===== src/dges_pkg.sv =====
`timescale 1ns / 1ps

package dges_pkg;

    localparam int MAX_VERTICES = 16;
    localparam int MAX_EDGES    = 32;

    // fixed field widths
    localparam int CMD_W  = 2;
    localparam int VERT_W = 4;
    localparam int VC_W   = 5;
    localparam int KIND_W = 2;
    localparam int STAT_W = 2;
    localparam int DEG_W  = 6;

    // derived sizes
    localparam int VIDX_W = (MAX_VERTICES > 1) ? $clog2(MAX_VERTICES) : 1;
    localparam int EIDX_W = (MAX_EDGES > 1) ? $clog2(MAX_EDGES) : 1;
    localparam int CNT_W  = $clog2(MAX_EDGES + 1);
    localparam int EDGE_W = 2 * VERT_W;

    localparam logic [CMD_W-1:0] CMD_ADD   = 2'd0;
    localparam logic [CMD_W-1:0] CMD_QUERY = 2'd1;
    localparam logic [CMD_W-1:0] CMD_CLEAR = 2'd2;

    localparam logic [KIND_W-1:0] KIND_ACK  = 2'd0;
    localparam logic [KIND_W-1:0] KIND_SUM  = 2'd1;
    localparam logic [KIND_W-1:0] KIND_SUCC = 2'd2;
    localparam logic [KIND_W-1:0] KIND_PRED = 2'd3;

    localparam logic [STAT_W-1:0] STATUS_OK    = 2'd0;
    localparam logic [STAT_W-1:0] STATUS_RANGE = 2'd1;
    localparam logic [STAT_W-1:0] STATUS_FULL  = 2'd2;

    typedef logic [MAX_VERTICES-1:0] vset_t;

    typedef struct packed {
        logic from_hit;
        logic to_hit;
    } scan_hit_t;

    typedef enum logic [2:0] {
        ST_IDLE,
        ST_ADD_RD,
        ST_ADD_WR,
        ST_ACK,
        ST_Q_PASS1,
        ST_Q_SUM,
        ST_Q_PASS2,
        ST_Q_PRED
    } state_t;

endpackage


===== src/dges_req_if.sv =====
`timescale 1ns / 1ps

interface dges_req_if;
    import dges_pkg::*;

    logic              valid;
    logic              ready;
    logic [CMD_W-1:0]  cmd;
    logic [VERT_W-1:0] edge_source;
    logic [VERT_W-1:0] edge_dest;
    logic [VERT_W-1:0] query_vertex;

    modport source (output valid, cmd, edge_source, edge_dest, query_vertex, input ready);
    modport sink   (input valid, cmd, edge_source, edge_dest, query_vertex, output ready);
endinterface


===== src/dges_rsp_if.sv =====
`timescale 1ns / 1ps

interface dges_rsp_if;
    import dges_pkg::*;

    logic              valid;
    logic              ready;
    logic [KIND_W-1:0] kind;
    logic [STAT_W-1:0] status;
    logic [DEG_W-1:0]  out_degree;
    logic [DEG_W-1:0]  in_degree;
    logic [VERT_W-1:0] neighbour;
    logic              last;

    modport source (output valid, kind, status, out_degree, in_degree, neighbour, last,
                    input ready);
    modport sink   (input valid, kind, status, out_degree, in_degree, neighbour, last,
                    output ready);
endinterface


===== src/dges_ram.sv =====
`timescale 1ns / 1ps

module dges_ram #(
    parameter int WIDTH = 8,
    parameter int DEPTH = 32
) (
    input  logic                                     clk,
    input  logic                                     we,
    input  logic [((DEPTH > 1) ? $clog2(DEPTH) : 1)-1:0] waddr,
    input  logic [WIDTH-1:0]                         wdata,
    input  logic                                     re,
    input  logic [((DEPTH > 1) ? $clog2(DEPTH) : 1)-1:0] raddr,
    output logic [WIDTH-1:0]                         rdata
);

    logic [WIDTH-1:0] mem [DEPTH];

    always_ff @(posedge clk)
    begin
        if (we)
        begin
            mem[waddr] <= wdata;
        end
        if (re)
        begin
            rdata <= mem[raddr];
        end
    end

endmodule


===== src/dges_scan_unit.sv =====
`timescale 1ns / 1ps

module dges_scan_unit (
    input  logic [dges_pkg::VERT_W-1:0] entry_from,
    input  logic [dges_pkg::VERT_W-1:0] entry_to,
    input  logic [dges_pkg::VERT_W-1:0] vertex,
    input  dges_pkg::vset_t             preds_in,
    output dges_pkg::scan_hit_t         hit,
    output dges_pkg::vset_t             preds_out
);
    import dges_pkg::*;

    localparam vset_t ONE = vset_t'(1);

    // compare one stored edge against the vertex, fold its origin into the set
    always_comb
    begin
        hit.from_hit = (entry_from == vertex);
        hit.to_hit   = (entry_to == vertex);
        preds_out    = preds_in;
        if (hit.to_hit)
        begin
            preds_out = preds_in | (ONE << entry_from);
        end
    end

endmodule


===== src/directed_graph_edge_store.sv =====
`timescale 1ns / 1ps

// channel | dir | payload                                               | handshake
// req     | in  | cmd, edge_source, edge_dest, query_vertex             | valid/ready
// rsp     | out | kind, status, out_degree, in_degree, neighbour, last  | valid/ready
// cfg     | in  | cfg_wdata (vertex_count)                              | cfg_we, no wait
//
// add: accept, edge write with degree read, degree write, then the response
// query: two passes over the edge store
//   through one compare unit, then a walk over the predecessor set
// clear and rejected requests go straight to the response; one request at a time, ready only when idle
// reset clears the fill count and the degree valid bits; no clearing pass
// a stalled response register holds the sequencer in place, nothing is dropped

module directed_graph_edge_store (
    input  logic                     clk,
    input  logic                     rst_n,
    input  logic                     cfg_we,
    input  logic [dges_pkg::VC_W-1:0] cfg_wdata,
    dges_req_if.sink                 req,
    dges_rsp_if.source               rsp
);
    import dges_pkg::*;

    localparam vset_t ONE = vset_t'(1);

    // control and request registers
    state_t              state_reg,      state_next;
    logic [VC_W-1:0]     vc_reg;
    logic [CNT_W-1:0]    held_reg,       held_next;
    vset_t               vld_out_reg,    vld_out_next;
    vset_t               vld_in_reg,     vld_in_next;
    logic [VERT_W-1:0]   src_reg,        src_next;
    logic [VERT_W-1:0]   dst_reg,        dst_next;
    logic [VERT_W-1:0]   q_reg,          q_next;
    logic [KIND_W-1:0]   ack_kind_reg,   ack_kind_next;
    logic [STAT_W-1:0]   ack_status_reg, ack_status_next;
    logic [CNT_W-1:0]    rem_reg,        rem_next;
    logic                pend_reg,       pend_next;
    logic [CNT_W-1:0]    sc_reg,         sc_next;
    vset_t               preds_reg,      preds_next;
    logic [VIDX_W-1:0]   pidx_reg,       pidx_next;

    // response register
    logic                rv_reg,         rv_next;
    logic [KIND_W-1:0]   kind_reg,       kind_next;
    logic [STAT_W-1:0]   status_reg,     status_next;
    logic [DEG_W-1:0]    odeg_reg,       odeg_next;
    logic [DEG_W-1:0]    ideg_reg,       ideg_next;
    logic [VERT_W-1:0]   nb_reg,         nb_next;
    logic                last_reg,       last_next;

    // memory ports
    logic                edge_we, edge_re;
    logic [EIDX_W-1:0]   edge_waddr, edge_raddr;
    logic [EDGE_W-1:0]   edge_wdata, edge_rdata;
    logic                deg_re, deg_we;
    logic [VIDX_W-1:0]   dego_waddr, degi_waddr, dego_raddr, degi_raddr;
    logic [DEG_W-1:0]    dego_wdata, degi_wdata, dego_rdata, degi_rdata;

    // shared compare unit
    scan_hit_t           hit;
    vset_t               preds_scan;

    // misc
    logic [VC_W-1:0]     lim;
    logic                accept;
    logic                slot_free;
    logic [CNT_W-1:0]    rem_m1;
    logic [DEG_W-1:0]    q_odeg, q_ideg;
    vset_t               preds_rest;
    logic                emit;
    logic [KIND_W-1:0]   e_kind;
    logic [STAT_W-1:0]   e_status;
    logic [DEG_W-1:0]    e_odeg, e_ideg;
    logic [VERT_W-1:0]   e_nb;
    logic                e_last;

    // edge store: origin in the upper nibble, destination in the lower
    dges_ram #(.WIDTH(EDGE_W), .DEPTH(MAX_EDGES)) u_edge_ram (
        .clk   (clk),
        .we    (edge_we),
        .waddr (edge_waddr),
        .wdata (edge_wdata),
        .re    (edge_re),
        .raddr (edge_raddr),
        .rdata (edge_rdata)
    );

    // out-degree and in-degree tables, entries qualified by valid bits
    dges_ram #(.WIDTH(DEG_W), .DEPTH(MAX_VERTICES)) u_dego_ram (
        .clk   (clk),
        .we    (deg_we),
        .waddr (dego_waddr),
        .wdata (dego_wdata),
        .re    (deg_re),
        .raddr (dego_raddr),
        .rdata (dego_rdata)
    );

    dges_ram #(.WIDTH(DEG_W), .DEPTH(MAX_VERTICES)) u_degi_ram (
        .clk   (clk),
        .we    (deg_we),
        .waddr (degi_waddr),
        .wdata (degi_wdata),
        .re    (deg_re),
        .raddr (degi_raddr),
        .rdata (degi_rdata)
    );

    dges_scan_unit u_scan (
        .entry_from (edge_rdata[EDGE_W-1:VERT_W]),
        .entry_to   (edge_rdata[VERT_W-1:0]),
        .vertex     (q_reg),
        .preds_in   (preds_reg),
        .hit        (hit),
        .preds_out  (preds_scan)
    );

    // vertex limit saturates at the table size
    assign lim = (vc_reg > VC_W'(MAX_VERTICES)) ? VC_W'(MAX_VERTICES) : vc_reg;

    assign req.ready = (state_reg == ST_IDLE);
    assign accept    = req.valid && req.ready;
    assign slot_free = !rv_reg || rsp.ready;
    assign rem_m1    = rem_reg - 1'b1;

    // degrees of the queried vertex, zero where never counted since clear
    assign q_odeg = vld_out_reg[q_reg[VIDX_W-1:0]] ? dego_rdata : '0;
    assign q_ideg = vld_in_reg[q_reg[VIDX_W-1:0]]  ? degi_rdata : '0;

    assign preds_rest = preds_reg & ~(ONE << pidx_reg);

    // memory addressing
    assign edge_waddr = held_reg[EIDX_W-1:0];
    assign edge_wdata = {src_reg, dst_reg};
    assign edge_raddr = rem_m1[EIDX_W-1:0];
    assign dego_raddr = (state_reg == ST_ADD_RD) ? src_reg[VIDX_W-1:0] : q_reg[VIDX_W-1:0];
    assign degi_raddr = (state_reg == ST_ADD_RD) ? dst_reg[VIDX_W-1:0] : q_reg[VIDX_W-1:0];
    assign dego_waddr = src_reg[VIDX_W-1:0];
    assign degi_waddr = dst_reg[VIDX_W-1:0];
    assign dego_wdata = vld_out_reg[src_reg[VIDX_W-1:0]] ? dego_rdata + 1'b1 : DEG_W'(1);
    assign degi_wdata = vld_in_reg[dst_reg[VIDX_W-1:0]]  ? degi_rdata + 1'b1 : DEG_W'(1);

    // sequencer
    always_comb
    begin
        state_next      = state_reg;
        held_next       = held_reg;
        vld_out_next    = vld_out_reg;
        vld_in_next     = vld_in_reg;
        src_next        = src_reg;
        dst_next        = dst_reg;
        q_next          = q_reg;
        ack_kind_next   = ack_kind_reg;
        ack_status_next = ack_status_reg;
        rem_next        = rem_reg;
        pend_next       = pend_reg;
        sc_next         = sc_reg;
        preds_next      = preds_reg;
        pidx_next       = pidx_reg;

        edge_we  = 1'b0;
        edge_re  = 1'b0;
        deg_re   = 1'b0;
        deg_we   = 1'b0;

        emit     = 1'b0;
        e_kind   = KIND_ACK;
        e_status = STATUS_OK;
        e_odeg   = '0;
        e_ideg   = '0;
        e_nb     = '0;
        e_last   = 1'b0;

        unique case (state_reg)
            ST_IDLE:
            begin
                if (accept)
                begin
                    src_next        = req.edge_source;
                    dst_next        = req.edge_dest;
                    q_next          = req.query_vertex;
                    ack_kind_next   = KIND_ACK;
                    ack_status_next = STATUS_OK;
                    rem_next        = held_reg;
                    pend_next       = 1'b0;
                    sc_next         = '0;
                    preds_next      = '0;
                    pidx_next       = '0;
                    unique case (req.cmd)
                        CMD_ADD:
                        begin
                            // range check wins over the full check
                            if ({1'b0, req.edge_source} >= lim || {1'b0, req.edge_dest} >= lim)
                            begin
                                ack_status_next = STATUS_RANGE;
                                state_next      = ST_ACK;
                            end
                            else if (held_reg >= CNT_W'(MAX_EDGES))
                            begin
                                ack_status_next = STATUS_FULL;
                                state_next      = ST_ACK;
                            end
                            else
                            begin
                                state_next = ST_ADD_RD;
                            end
                        end
                        CMD_QUERY:
                        begin
                            if ({1'b0, req.query_vertex} >= lim)
                            begin
                                ack_kind_next   = KIND_SUM;
                                ack_status_next = STATUS_RANGE;
                                state_next      = ST_ACK;
                            end
                            else
                            begin
                                state_next = ST_Q_PASS1;
                            end
                        end
                        CMD_CLEAR:
                        begin
                            held_next    = '0;
                            vld_out_next = '0;
                            vld_in_next  = '0;
                            state_next   = ST_ACK;
                        end
                        default:
                        begin
                            state_next = ST_IDLE;
                        end
                    endcase
                end
            end

            ST_ADD_RD:
            begin
                // append the edge, fetch both degree counts
                edge_we    = 1'b1;
                deg_re     = 1'b1;
                state_next = ST_ADD_WR;
            end

            ST_ADD_WR:
            begin
                deg_we                             = 1'b1;
                vld_out_next[src_reg[VIDX_W-1:0]]  = 1'b1;
                vld_in_next[dst_reg[VIDX_W-1:0]]   = 1'b1;
                held_next                          = held_reg + 1'b1;
                state_next                         = ST_ACK;
            end

            ST_ACK:
            begin
                if (slot_free)
                begin
                    emit       = 1'b1;
                    e_kind     = ack_kind_reg;
                    e_status   = ack_status_reg;
                    e_last     = 1'b1;
                    state_next = ST_IDLE;
                end
            end

            ST_Q_PASS1:
            begin
                // count successors and build the predecessor set, newest edge first
                deg_re = 1'b1;
                if (pend_reg)
                begin
                    preds_next = preds_scan;
                    if (hit.from_hit)
                    begin
                        sc_next = sc_reg + 1'b1;
                    end
                end
                if (rem_reg != '0)
                begin
                    edge_re   = 1'b1;
                    rem_next  = rem_m1;
                    pend_next = 1'b1;
                end
                else
                begin
                    pend_next = 1'b0;
                    if (!pend_reg)
                    begin
                        rem_next   = held_reg;
                        state_next = ST_Q_SUM;
                    end
                end
            end

            ST_Q_SUM:
            begin
                if (slot_free)
                begin
                    emit     = 1'b1;
                    e_kind   = KIND_SUM;
                    e_odeg   = q_odeg;
                    e_ideg   = q_ideg;
                    e_last   = (sc_reg == '0) && (preds_reg == '0);
                    if (sc_reg != '0)
                    begin
                        state_next = ST_Q_PASS2;
                    end
                    else if (preds_reg != '0)
                    begin
                        state_next = ST_Q_PRED;
                    end
                    else
                    begin
                        state_next = ST_IDLE;
                    end
                end
            end

            ST_Q_PASS2:
            begin
                // second walk emits successors; hold the fetched entry while stalled
                if (!(pend_reg && hit.from_hit && !slot_free))
                begin
                    if (pend_reg && hit.from_hit)
                    begin
                        emit    = 1'b1;
                        e_kind  = KIND_SUCC;
                        e_nb    = edge_rdata[VERT_W-1:0];
                        e_last  = (sc_reg == CNT_W'(1)) && (preds_reg == '0);
                        sc_next = sc_reg - 1'b1;
                    end
                    if (pend_reg && hit.from_hit && sc_reg == CNT_W'(1))
                    begin
                        pend_next  = 1'b0;
                        state_next = (preds_reg != '0) ? ST_Q_PRED : ST_IDLE;
                    end
                    else if (rem_reg != '0)
                    begin
                        edge_re   = 1'b1;
                        rem_next  = rem_m1;
                        pend_next = 1'b1;
                    end
                    else
                    begin
                        pend_next = 1'b0;
                    end
                end
            end

            ST_Q_PRED:
            begin
                // ascending walk over the predecessor set
                if (preds_reg[pidx_reg])
                begin
                    if (slot_free)
                    begin
                        emit       = 1'b1;
                        e_kind     = KIND_PRED;
                        e_nb       = VERT_W'(pidx_reg);
                        e_last     = (preds_rest == '0);
                        preds_next = preds_rest;
                        pidx_next  = pidx_reg + 1'b1;
                        if (preds_rest == '0)
                        begin
                            state_next = ST_IDLE;
                        end
                    end
                end
                else
                begin
                    pidx_next = pidx_reg + 1'b1;
                end
            end

            default:
            begin
                state_next = ST_IDLE;
            end
        endcase
    end

    // response register
    always_comb
    begin
        rv_next     = rv_reg;
        kind_next   = kind_reg;
        status_next = status_reg;
        odeg_next   = odeg_reg;
        ideg_next   = ideg_reg;
        nb_next     = nb_reg;
        last_next   = last_reg;
        if (emit)
        begin
            rv_next     = 1'b1;
            kind_next   = e_kind;
            status_next = e_status;
            odeg_next   = e_odeg;
            ideg_next   = e_ideg;
            nb_next     = e_nb;
            last_next   = e_last;
        end
        else if (rsp.ready)
        begin
            rv_next = 1'b0;
        end
    end

    always_ff @(posedge clk or negedge rst_n)
    begin
        if (!rst_n)
        begin
            state_reg   <= ST_IDLE;
            vc_reg      <= VC_W'(MAX_VERTICES);
            held_reg    <= '0;
            vld_out_reg <= '0;
            vld_in_reg  <= '0;
            pend_reg    <= 1'b0;
            rv_reg      <= 1'b0;
        end
        else
        begin
            state_reg   <= state_next;
            held_reg    <= held_next;
            vld_out_reg <= vld_out_next;
            vld_in_reg  <= vld_in_next;
            pend_reg    <= pend_next;
            rv_reg      <= rv_next;
            if (cfg_we)
            begin
                vc_reg <= cfg_wdata;
            end
        end
    end

    // payload and working registers, no reset
    always_ff @(posedge clk)
    begin
        src_reg        <= src_next;
        dst_reg        <= dst_next;
        q_reg          <= q_next;
        ack_kind_reg   <= ack_kind_next;
        ack_status_reg <= ack_status_next;
        rem_reg        <= rem_next;
        sc_reg         <= sc_next;
        preds_reg      <= preds_next;
        pidx_reg       <= pidx_next;
        kind_reg       <= kind_next;
        status_reg     <= status_next;
        odeg_reg       <= odeg_next;
        ideg_reg       <= ideg_next;
        nb_reg         <= nb_next;
        last_reg       <= last_next;
    end

    assign rsp.valid      = rv_reg;
    assign rsp.kind       = kind_reg;
    assign rsp.status     = status_reg;
    assign rsp.out_degree = odeg_reg;
    assign rsp.in_degree  = ideg_reg;
    assign rsp.neighbour  = nb_reg;
    assign rsp.last       = last_reg;

endmodule


===== src/flat_wrapper.sv =====
// flat-port wrapper written by rule: the top's interface ports become plain ports
module directed_graph_edge_store_flat import dges_pkg::*;
  (clk, rst_n, cfg_we, cfg_wdata, req_valid, req_cmd, req_edge_source, req_edge_dest, req_query_vertex, req_ready, rsp_valid, rsp_kind, rsp_status, rsp_out_degree, rsp_in_degree, rsp_neighbour, rsp_last, rsp_ready);
  dges_req_if req_i ();
  dges_rsp_if rsp_i ();
  input  logic clk;
  input  logic rst_n;
  input  logic cfg_we;
  input  logic [dges_pkg::VC_W-1:0] cfg_wdata;
  input wire logic [$bits(req_i.valid)-1:0] req_valid;
  input wire logic [$bits(req_i.cmd)-1:0] req_cmd;
  input wire logic [$bits(req_i.edge_source)-1:0] req_edge_source;
  input wire logic [$bits(req_i.edge_dest)-1:0] req_edge_dest;
  input wire logic [$bits(req_i.query_vertex)-1:0] req_query_vertex;
  output wire logic [$bits(req_i.ready)-1:0] req_ready;
  output wire logic [$bits(rsp_i.valid)-1:0] rsp_valid;
  output wire logic [$bits(rsp_i.kind)-1:0] rsp_kind;
  output wire logic [$bits(rsp_i.status)-1:0] rsp_status;
  output wire logic [$bits(rsp_i.out_degree)-1:0] rsp_out_degree;
  output wire logic [$bits(rsp_i.in_degree)-1:0] rsp_in_degree;
  output wire logic [$bits(rsp_i.neighbour)-1:0] rsp_neighbour;
  output wire logic [$bits(rsp_i.last)-1:0] rsp_last;
  input wire logic [$bits(rsp_i.ready)-1:0] rsp_ready;
  assign req_i.valid = req_valid;
  assign req_i.cmd = req_cmd;
  assign req_i.edge_source = req_edge_source;
  assign req_i.edge_dest = req_edge_dest;
  assign req_i.query_vertex = req_query_vertex;
  assign req_ready = req_i.ready;
  assign rsp_valid = rsp_i.valid;
  assign rsp_kind = rsp_i.kind;
  assign rsp_status = rsp_i.status;
  assign rsp_out_degree = rsp_i.out_degree;
  assign rsp_in_degree = rsp_i.in_degree;
  assign rsp_neighbour = rsp_i.neighbour;
  assign rsp_last = rsp_i.last;
  assign rsp_i.ready = rsp_ready;
  directed_graph_edge_store u_core (.clk(clk), .rst_n(rst_n), .cfg_we(cfg_we), .cfg_wdata(cfg_wdata), .req(req_i), .rsp(rsp_i));
endmodule

===== config.mk =====
export PLATFORM = sky130hd
export DESIGN_NAME = directed_graph_edge_store_flat
export DESIGN_NICKNAME = d
export VERILOG_FILES = /design/src/dges_pkg.sv /design/src/dges_req_if.sv /design/src/dges_rsp_if.sv /design/src/dges_ram.sv /design/src/dges_scan_unit.sv /design/src/directed_graph_edge_store.sv /design/src/flat_wrapper.sv
export SDC_FILE = /design/constraint.sdc
export NUM_CORES = 1
export LEC_CHECK = 0
export BUFFER_PORTS_ARGS = -buffer_cell sky130_fd_sc_hd__buf_4
export CAP_MARGIN = 20
export CELL_PAD_IN_SITES_DETAIL_PLACEMENT = 0
export CELL_PAD_IN_SITES_GLOBAL_PLACEMENT = 1
export CORE_ASPECT_RATIO = 0.75
export CORE_MARGIN = 2
export CORE_UTILIZATION = 35
export CTS_CLUSTER_SIZE = 28
export DETAILED_ROUTE_END_ITERATION = 8
export PLACE_DENSITY_LB_ADDON = 0.1
export REMOVE_ABC_BUFFERS = 1
export SETUP_SLACK_MARGIN = 0.15
export SYNTH_ARGS = -nofsm -noshare
export SYNTH_HDL_FRONTEND = slang
export SYNTH_SLANG_ARGS = --single-unit

===== constraint.sdc =====
create_clock -name clk -period 9.5 [get_ports clk]
set_input_delay 1.9 -clock clk [delete_from_list [all_inputs] [get_ports clk]]
set_output_delay 1.9 -clock clk [all_outputs]
set_load 0.02 [all_outputs]

==> qor.yml <==
floorplanning:
  row_count: 84
  start_util: 0.3547
  die-area_mm2: 0.07332
  fp.dieW_um: 312.0
  coreArea_mm2: 0.07021
  die_h_um: 235
  ios: 47
synth:
  yosysTopAreaCellShare: 0.6464
  synth-seq-cells: 584
  ys_seq_area_frac: 0.6947
  ys.warnings.count: 0
  synthTopCellsByArea: "edfxtp_1 65%, mux4_2 12%, dfrtp_1 4.7%"
  synth_edf_count: 536
  synth_cell_types: 69
  synthTopCellsByCount: "536 x edfxtp_1, 140 x nand2_1, 137 x nor2_1"
  synth_most_common_cell: "edfxtp_1"
  synth.largest_area_cell: "edfxtp_1"
  synthFlopType: "edfxtp_1"
  async_flop_share: 0.08219
  syn_area_mm2: 0.02490
  avgSynthCellArea_um2: 16.30
  synthCells: 1528
worst_setup_path:
  path_delay_family: "simple AND/OR/NAND/NOR gates"
  cp.required_ps: 7600
  cpPeakStageDelay_ps: 730
  cp_slowest_cell: "nor3_1"
  worst_setup_path_end_kind: "output port"
  crit_fanout: 22
  reg2reg_from: "u_core.state_reg[0]"
  path_class: "register to output port"
  critical_path.cell_chain: "nor3_1 > buf_4"
  worst-path-buf-inv: 1
  rr_worst_depth: 7
  critPathArrivalTime_ps: 2270
  r2r_end: "u_core.u_dego_ram.rdata[3]"
  start_kind: "register"
  r2r_slack_ps: 5870
global_routing:
  grt_use_total: 0.1731
  grt_pass1_wl_um: 94240
  overflow: 0
  grt_pass1_vias: 13790
  grt_max_degree: 64
  antenna_found_initial: 3
timing:
  hold_violations: 0
  fin_skew_ps: 20.64
  fmax_mhz: 239.9
  slew_headroom: 0.2677
  setup_viol: 0
  tightestPinTransition_ps: 1096
  rsz0062_at_grt: "no"
  finalCriticalPeriod_ps: 4169
  finalCritPeriodShare: 0.4389
  slew_violations: 0
  totalNegativeSetupSlack_ps: 0
worst_hold_path:
  hold_path_depth: 1
  whs_endpoint: "u_core.vld_in_reg[14]"
  hold_path_startpoint: "u_core.vld_in_reg[14]"
  hp-class: "register to register"
power:
  power_per_cell_area_mw_per_mm2: 276.7
  leakagePower_nw: 9.734
  power_mw: 7.818
  ir_drop_v: 0.0001513
detailed_routing:
  routed_wl_um: 63400
  dr.first_iter.drc_count: 1358
  viasPerCell: 5.272
  drc: 0
  ant_nets: 0
  vias: 13650
  dr.pass1.iters: 5
  wl_per_cell_um: 24.48
clock_network:
  cts_resized: 0
  clk_pin_slew_ps: 70
  cts-root-buf: "clkbuf_16"
  cts_tree: "done"
  cts_max_path_buffers: 3
  worstSkewPairLatency_ps: 630
  cts_max_level: 2
  postCtsSetupBuffers: 0
  hold_buffers: 0
  clock-sinks: 584
  cts_buffers: 60
cells_and_area:
  diodes: 0
  layout-drive-gt1-share: 0.1983
  top_register: "u_core.u_edge_ram.mem"
  nFillCells: 6519
  largest_reg_flops: 256
  syn2layout_area_growth_pct: 13.46
  finalNetCount: 1649
  top_regs: "u_core.u_edge_ram.mem: 256 flops, u_core.u_degi_ram.mem: 96 flops, u_core.u_dego_ram.mem: 96 flops"
flow_run:
  cap_violations: 0
placement:
  dpl.hpwl_um: 40560
  port-buffer-count: 46
  gp_congestion: 0.7664
run_status:
  outcome: "finished, final reports clean"
[per-layer routing]
metal / global-route usage / share of wire / vias up
met5: 0 / 0 / -
met1: 0.2767 / 0.51 / 7129
met2: 0.2477 / 0.42 / 363
met4: 0.03497 / 0.013 / 0
li1: - / - / 6100
met3: 0.02710 / 0.054 / 62
[report_power, final]
part           total [mW]  switching, mW  internal [mW]
combinational        2.10           1.30          0.802
sequential           3.45          0.221           3.23
clock                2.26          0.993           1.27
[worst max path at each step]
| stage | slack, ps | depth (start not counted) | from | end |
|---|---|---|---|---|
| final | 5330 | 2 | u_core.state_reg[2] | req_ready |
| after global routing | 5150 | 2 | u_core.state_reg[2] | req_ready |
| after CTS | 5260 | 2 | u_core.state_reg[2] | req_ready |
| after detailed placement | 5760 | 5 | rsp_ready | u_core.rsp.in_degree[4] |
| after global placement | 5780 | 5 | rsp_ready | u_core.rsp.in_degree[1] |
| after floorplan | 3950 | 7 | u_core.rem_reg[0] | u_core.u_edge_ram.rdata[0] |
[metrics by stage]
stage | worst slack [ps] | hold WS, ps | cell area, um2 | util | cells
after floorplan | 3949 | 461.2 | 24540 | - | 1456
after global placement | 5781 | 477.1 | 26360 | 0.3754 | 2475
after global routing | 5152 | 523.4 | 28250 | 0.4024 | 2590
after CTS | 5260 | 497.1 | 28220 | 0.4020 | 2586
after detailed placement | 5757 | 482.7 | 26370 | 0.3756 | 2476
final | 5331 | 501.3 | 28250 | 0.4024 | 2590
[cells in the final DEF, fill, tap and decap left out, drive strengths merged, types with 11 or more instances in the layout]
cell type	netlist	final
buf	27	78
nand3	57	57
a21oi	49	49
nand2	140	140
clkinv	0	24
xor2	18	18
o21ai	40	40
ha	29	29
a21o	39	39
xnor2	11	11
nor3	21	21
nor2	137	137
a22oi	24	24
nor2b	15	15
dfrtp	47	47
nand2b	14	14
clkbuf	45	80
and2	23	23
inv	22	23
edfxtp	536	536
mux4	132	132
[worst register-to-register path: cells and delay by family (launching register included)]
kind	cells	cell delay, ps
compound gates	2	1160
buf+inv	1	330
flops	1	750
mux	1	440
simple gates	3	710
[final cells by class]
| type | count | area, um2 | share of cell area |
|---|---|---|---|
| inverters | 22 | 82.58 | 0.002923 |
| clock inverters | 30 | 236.5 | 0.008370 |
| flip-flops and latches | 584 | 17300 | 0.6122 |
| clock buffers | 80 | 1617 | 0.05722 |
| repair buffers | 78 | 590.6 | 0.02090 |
| multi-input cells | 850 | 7246 | 0.2565 |
| well taps | 946 | 1184 | 0.04189 |
[logic make-up after synthesis]
kind of cell	count (synthesis)	share of synthesized area
flops	584	0.6947
fa+ha+maj	29	0.01457
simple gates	447	0.08431
xor+xnor	29	0.01020
buf+inv	94	0.01779
compound gates	193	0.04995
mux	152	0.1285
(Power assumes the default switching activity.)
